<file path="config.mk">
export PLATFORM = sky130hd
export DESIGN_NAME = pdnl_div_step
export DESIGN_NICKNAME = d
export VERILOG_FILES = /design/src/sv/pdnl_pkg.sv /design/src/sv/pdnl_div_step.sv
export SDC_FILE = /design/constraint.sdc
export NUM_CORES = 1
export LEC_CHECK = 0
export ABC_AREA = 1
export BUFFER_PORTS_ARGS = -buffer_cell sky130_fd_sc_hd__buf_2
export CORE_MARGIN = 10
export CORE_UTILIZATION = 30
export DETAILED_ROUTE_END_ITERATION = 6
export GPL_ROUTABILITY_DRIVEN = 0
export PLACE_DENSITY_LB_ADDON = 0.3
export SLEW_MARGIN = 30
export SYNTH_ARGS = -nofsm -noshare
export SYNTH_HDL_FRONTEND = slang
export SYNTH_SLANG_ARGS = --single-unit
</file>
<file path="constraint.sdc">
create_clock -name vclk -period 2.8
set_input_delay 0.56 -clock vclk [all_inputs]
set_output_delay 0.56 -clock vclk [all_outputs]
set_load 0.02 [all_outputs]
</file>
<file path="src/sv/pdnl_pkg.sv">
// Shared types and constants for the PD acceleration command block.
// Holds field widths, register indexes and the pipeline payload structs.
// No dependencies.
package pdnl_pkg;

    localparam int DATA_WIDTH_DEF = 32;
    localparam int FRAC_BITS_DEF  = 16;

    localparam int IN_W     = 32;   // input field width
    localparam int GAIN_W   = 24;   // register width
    localparam int PROD_W   = 57;   // signed 32 x unsigned 24 product
    localparam int MAG_W    = 32;   // magnitude of saturated feedback
    localparam int SQ_W     = 64;   // squares and sum of squares
    localparam int NUM_W    = 56;   // magnitude times limit
    localparam int ROOT_W   = 32;   // square root result
    localparam int REM_W    = 34;   // square root remainder
    localparam int QUO_W    = 24;   // scaled magnitude, at most the limit
    localparam int DREM_W   = 32;   // divider remainder, below the norm
    localparam int CFG_IDX_W = 3;

    typedef enum logic [CFG_IDX_W-1:0] {
        REG_KP_X         = 3'd0,
        REG_KP_Y         = 3'd1,
        REG_KP_Z         = 3'd2,
        REG_KV_X         = 3'd3,
        REG_KV_Y         = 3'd4,
        REG_KV_Z         = 3'd5,
        REG_ACCEL_LIMIT  = 3'd6
    } t_reg_idx;

    localparam logic [GAIN_W-1:0] GAIN_RST  = 24'd65536;
    localparam logic [GAIN_W-1:0] LIMIT_RST = 24'd327680;

    // Per-request data that rides along the norm and divide stages
    typedef struct packed {
        logic [2:0]              neg;
        logic [2:0][MAG_W-1:0]   mag;
        logic [2:0][NUM_W-1:0]   num;
        logic [2:0][IN_W-1:0]    ff;
        logic                    lim;
    } t_carry;

    typedef struct packed {
        logic [SQ_W-1:0]   rad;
        logic [REM_W-1:0]  rem;
        logic [ROOT_W-1:0] root;
    } t_sqrt_st;

    typedef struct packed {
        logic [DREM_W-1:0] rem;
        logic [QUO_W-1:0]  low;
    } t_div_ax;

    typedef struct packed {
        logic [ROOT_W-1:0] norm;
        t_div_ax [2:0]     ax;
    } t_div_st;

endpackage

</file>
<file path="src/sv/pdnl_div_step.sv">
// One restoring division step: shift in a dividend bit, subtract the norm
// when it fits, shift the quotient bit in. Depends on pdnl_pkg.
module pdnl_div_step (
    input  pdnl_pkg::t_div_ax         i_ax,
    input  logic [pdnl_pkg::ROOT_W-1:0] i_norm,
    output pdnl_pkg::t_div_ax         o_ax
);
    import pdnl_pkg::*;

    logic [DREM_W:0] w_rem2;
    logic            w_ge;

    assign w_rem2 = {i_ax.rem, i_ax.low[QUO_W-1]};
    assign w_ge   = (w_rem2 >= {1'b0, i_norm});

    assign o_ax.rem = w_ge ? DREM_W'(w_rem2 - {1'b0, i_norm}) : w_rem2[DREM_W-1:0];
    assign o_ax.low = {i_ax.low[QUO_W-2:0], w_ge};

endmodule

</file>
==> impl_metrics.toml, run 1 <==
[outcome]
status = "finished, violations left"
failed_checks = "negative setup slack"

[run]
cap_violations = 0

[place]
dpl.cell_count = 971
hpwlAfterDp_um = 10200
port-buffer-count = 98
place_ws_ns = -0.263

[sta]
period_needed_ns = 2.85
finalSetupViolations = 27
fin_crit_sh_pct = 102
rsz0062_at_grt = "true"
hold_viol_final = 0
tightest_slew_ns = 0.285
finalWorstSetupSlack_ns = -0.0487
finalMaxSlewViolations = 0
max_freq_mhz = 351
relSlewSlack_pct = 81.0

[worst_setup_path]
critPathMaxStageDelay_ns = 0.29
cp_num_cells = 16
crit_fanout = 8
crit_required_ns = 2.24
cpMaxStageDelayCell = "ha_4"
path_cells = "buf_2 > inv_1 > ha_4 > nand2_4 > nor2_2 > nand2_2 > nor2_4 > nand2_2 > nand3_2 > nor2_4 > buf_12 > nand2_8 > buf_12 > nand3_2 > nand2_2 > buf_6"
cp_common_cell = "nand2_2"
crit_buf_inv = 5
critPathTopFamily = "simple AND/OR/NAND/NOR gates"
critPathKind = "in2out"
worstPathArrival_ns = 2.29
start_kind = "primary input"
cp-end-kind = "output port"

[worst_hold_path]
min_path_type = "in2out"
hold_end = "o_ax[10]"
min_from = "i_ax[9]"
min_path_cells = 0

[power]
leakagePower_nw = 3.23
power_density_nw_per_um2 = 260
peakVddDrop_mv = 0.162

[cts]
cts-hold-fix-buffers = 0

[layout]
multi_input_area_um2 = 3360
seq_cells = 0
clock_buffers = 0
area_growth_pct = 68.5
fin_nets = 967
n_antenna_cell = 0
fill_cells = 1136
seq_area_um2 = 0
drive_above_1_share_pct = 44.9
fin_cells = 984

[floorplan]
core-area_um2 = 10900
start_util_pct = 30.8
dieWidth_um = 126
die_y_um = 126
rows = 38
die_area_um2 = 15900
io-pin-count = 144

[detailed_routing]
wl_met1_um = 6040
top_layer = "met4"
drc = 0
wl_met2_um = 6000
drt-initial-drc-count = 220
finalWirelength_um = 12700
firstDrtPassIters = 4
viasPerCell = 4.40
ant_nets = 0
via_count = 4332
wl_met3_um = 597
wire_per_inst_um = 12.9

[global_route]
grt.overflow.total = 0
grt_pass1_wl_um = 20600
grtUsageTotal_pct = 14.9
grt_start_max_net_pins = 19
antenna_found_initial = 0
grt_pass1_vias = 4344

[synthesis]
synth_most_common_cell = "nand2_1"
synth_top_area_share_pct = 30.8
avgSynthCellArea_um2 = 4.99
yosysTopAreaCell = "nand2_1"
synth_area_um2 = 3370
ys_top_cells_by_count = "nand2_1 (277), inv_1 (149), nand3_1 (52)"
ys_types = 30
ys_warn_count = 0
yosys-top-cells-area = "nand2_1 (31%), inv_1 (17%), ha_1 (12%)"
syn_nets = 797
yosysSeqAreaShare_pct = 0
syn_inst = 676
[routing by layer]
layer | vias up | global-route usage, %
met5 | - | 0
met4 | 0 | 0.469
met3 | 4 | 1.76
met2 | 96 | 25.6
met1 | 1891 | 20.3
li1 | 2341 | -
[per-stage QoR]
step	TNS [ns]	cell area (µm²)	hold slack [ns]	power (mW)	util, %
after CTS	-0.00840	5300	1.12	1.34	48.5
after global routing	-4.08	5680	1.12	1.61	52.0
after detailed placement	-7.44	4500	1.12	1.11	41.1
after global placement	-7.66	4500	1.12	1.10	41.1
after floorplan	0	3370	1.23	0.714	-
final	-0.601	5680	1.12	1.48	52.0
[where the power goes]
part           total (mW)  internal [mW]  switching [mW]
logic                1.48          0.699           0.777
registers               0              0               0
clock network           0              0               0
total                1.48          0.699           0.777
[worst max-delay path by stage]
stage                           from  slack [ns]        to
final                      i_norm[9]       -0.05  o_ax[46]
after global routing       i_norm[5]       -0.17  o_ax[31]
after CTS                 i_norm[30]      -0.006  o_ax[33]
after detailed placement    i_ax[45]       -0.26  o_ax[26]
after global placement      i_ax[45]       -0.27  o_ax[26]
after floorplan            i_norm[3]        0.11  o_ax[24]
[cells in the final DEF, fill, tap and decap left out, types with 3 or more instances in the layout]
cell type	synthesis	layout
nor3_4	0	3
nand2_1	277	213
buf_2	7	60
buf_12	1	5
nand3b_1	10	10
buf_6	1	40
nor2_1	35	19
nor2_4	1	11
and2_1	8	8
nor3_1	6	3
nand2_2	3	58
a21oi_1	20	18
ha_4	0	32
xor2_1	13	12
nand3_2	16	21
nand3_1	52	45
nor2_2	4	10
buf_4	24	95
inv_1	149	130
inv_2	3	21
nand2_4	1	11
[what timing repair did]
| item | CTS | global route |
|---|---|---|
| resized for setup | 150 | 102 |
| gates cloned | 1 | 0 |
| endpoints found under the hold margin | 0 | 0 |
| buffers inserted | 7 | 6 |
| endpoints found under the setup margin | 33 | 33 |
| pin swaps | 21 | 30 |
[area by class of cell]
class                      count  share of cell area (%)
timing repair buffer         201                    27.8
tap                          140                    3.08
inverter                     152                    10.1
multi-input combinational    491                    59.1
[logic make-up (layout without fill, tap and decap cells)]
group	count (synthesis)	in the layout	share of synthesized area, %
compound gates	24	24	3.75
xor+xnor	14	14	3.64
fa+ha+maj	33	33	12.5
buf+inv	186	353	24.7
simple gates	419	420	55.5
(Power assumes the default switching activity.)
==> inputs of run 2 (changes only) <==
--- a/config.mk
+++ b/config.mk
@@ -7,6 +7,7 @@
 export LEC_CHECK = 0
 export ABC_AREA = 1
 export BUFFER_PORTS_ARGS = -buffer_cell sky130_fd_sc_hd__buf_2
+export CORE_ASPECT_RATIO = 1.75
 export CORE_MARGIN = 10
 export CORE_UTILIZATION = 30
 export DETAILED_ROUTE_END_ITERATION = 6
==> run 2 against run 1 <==
  * Combinational power grew 14%
  * The flow now finishes without violations
  * Fmax up 2.3%
  * Count of clock-buffer cells in the layout unchanged
  * Cell count up 1.1%
  * Critical path depth fell by 2
  * Via count increased by 5.7%
  * Global-route usage rose by 1.1 points
==> impl_metrics.toml, run 2 (synthesized netlist as in run 1, its figures left out) <==
[sta]
finalSetupViolations = 0
finalMaxSlewViolations = 0
max_freq_mhz = 359
hold_viol_final = 0
tightest_slew_ns = 0.322
setup_tns_ns = 0
rsz0062_at_grt = "true"
period_needed_ns = 2.78
worst_hold_slack_ns = 1.12
fin_crit_sh_pct = 99.4
relSlewSlack_pct = 78.5

[worst_setup_path]
cp-end-kind = "output port"
start_kind = "primary input"
worstPathArrival_ns = 2.22
crit_required_ns = 2.24
critPathKind = "in2out"
crit_fanout = 5

[power]
peakVddDrop_mv = 0.148
design_power_total_mw = 1.69
power_density_nw_per_um2 = 268
leakagePower_nw = 3.45

[cts]
cts-hold-fix-buffers = 0

[floorplan]
die_y_um = 160
core-area_um2 = 11000
io-pin-count = 144
die_area_um2 = 16100
rows = 51
dieWidth_um = 100
start_util_pct = 30.6

[layout]
n_antenna_cell = 0
clock_buffers = 0
seq_area_um2 = 0
fin_cells = 995
final_common_cell = "nand2_1"
area_growth_pct = 86.6
drive_above_1_share_pct = 57.0
seq_cells = 0
fin_area_um2 = 6300
final_cell_mix = "nand2_1 (161), inv_1 (112), buf_4 (107), nand2_2 (90), buf_2 (56)"
fin_nets = 986

[global_route]
grt_pass1_wl_um = 21700
grt_start_max_net_pins = 16
grt_pass1_vias = 4696
antenna_found_initial = 0
grtUsageTotal_pct = 16.0
grt.overflow.total = 0

[worst_hold_path]
hold_end = "o_ax[12]"
min_path_type = "in2out"
min_from = "i_ax[11]"
min_path_cells = 0

[detailed_routing]
drc = 0
firstDrtPassIters = 5
drt-initial-drc-count = 145
finalWirelength_um = 14200
viasPerCell = 4.60
via_count = 4580
wire_per_inst_um = 14.2
ant_nets = 0

[place]
placed_cell_area_um2 = 4500
hpwlAfterDp_um = 11000
port-buffer-count = 98
dpl.cell_count = 966

[run]
cap_violations = 0

[outcome]
status = "finished, final reports clean"
[run 2: timing repair]
action                                  in CTS  in global routing
pin swaps                                   18                 68
setup buffers                               13                 18
endpoints found under the setup margin      33                 33
resized for setup                          143                255
cloned                                       2                  2
[run 2: worst max path at each step]
stage | from | to | slack [ns] | depth (start not counted)
after CTS | i_ax[52] | o_ax[24] | -0.03 | 12
after global routing | i_norm[26] | o_ax[24] | -0.07 | 14
after detailed placement | i_ax[46] | o_ax[43] | -0.28 | 14
after global placement | i_ax[46] | o_ax[43] | -0.27 | 14
final | i_ax[40] | o_ax[40] | 0.02 | 14
after floorplan | i_norm[3] | o_ax[24] | 0.11 | 13
[run 2: worst max-delay path, stage by stage]
cell and delay [ns]:
buf_2 0.12, ha_4 0.26, nand2_4 0.09, nor2_4 0.05
nand2_2 0.08, nor2_4 0.05, nand2_2 0.06, nand3_2 0.10
nor2_4 0.28, nand2_8 0.13, clkbuf_16 0.19, nand3_2 0.07
nand2_2 0.05, buf_6 0.12
[run 2: stage by stage]
step / util [%] / setup slack (ns)
2_1_floorplan: - / 0.106
3_5_place_dp: 40.7 / -0.276
3_3_place_gp: 40.7 / -0.265
6_report: 57.0 / 0.0167
4_1_cts: 48.6 / -0.0321
5_1_grt: 57.0 / -0.0661
[run 2: layer usage]
layer  up-vias  wire (µm)  global-route usage, %
li1       2382          -                      -
met1      2061       4670                   14.6
met2        94       8460                   33.4
met3        43        538                   1.38
met4         0        499                   6.45
met5         -          0                      0
[run 2: power by group]
group | switching, mW | total [mW] | internal, mW
logic | 0.884 | 1.69 | 0.803
registers | 0 | 0 | 0
clock network | 0 | 0 | 0
[run 2: area by class of cell]
type               instances  area [µm²]
inverters                152         578
well taps                132         165
fillers                 1052        4740
repair buffers           220        1780
multi-input cells        491        3770
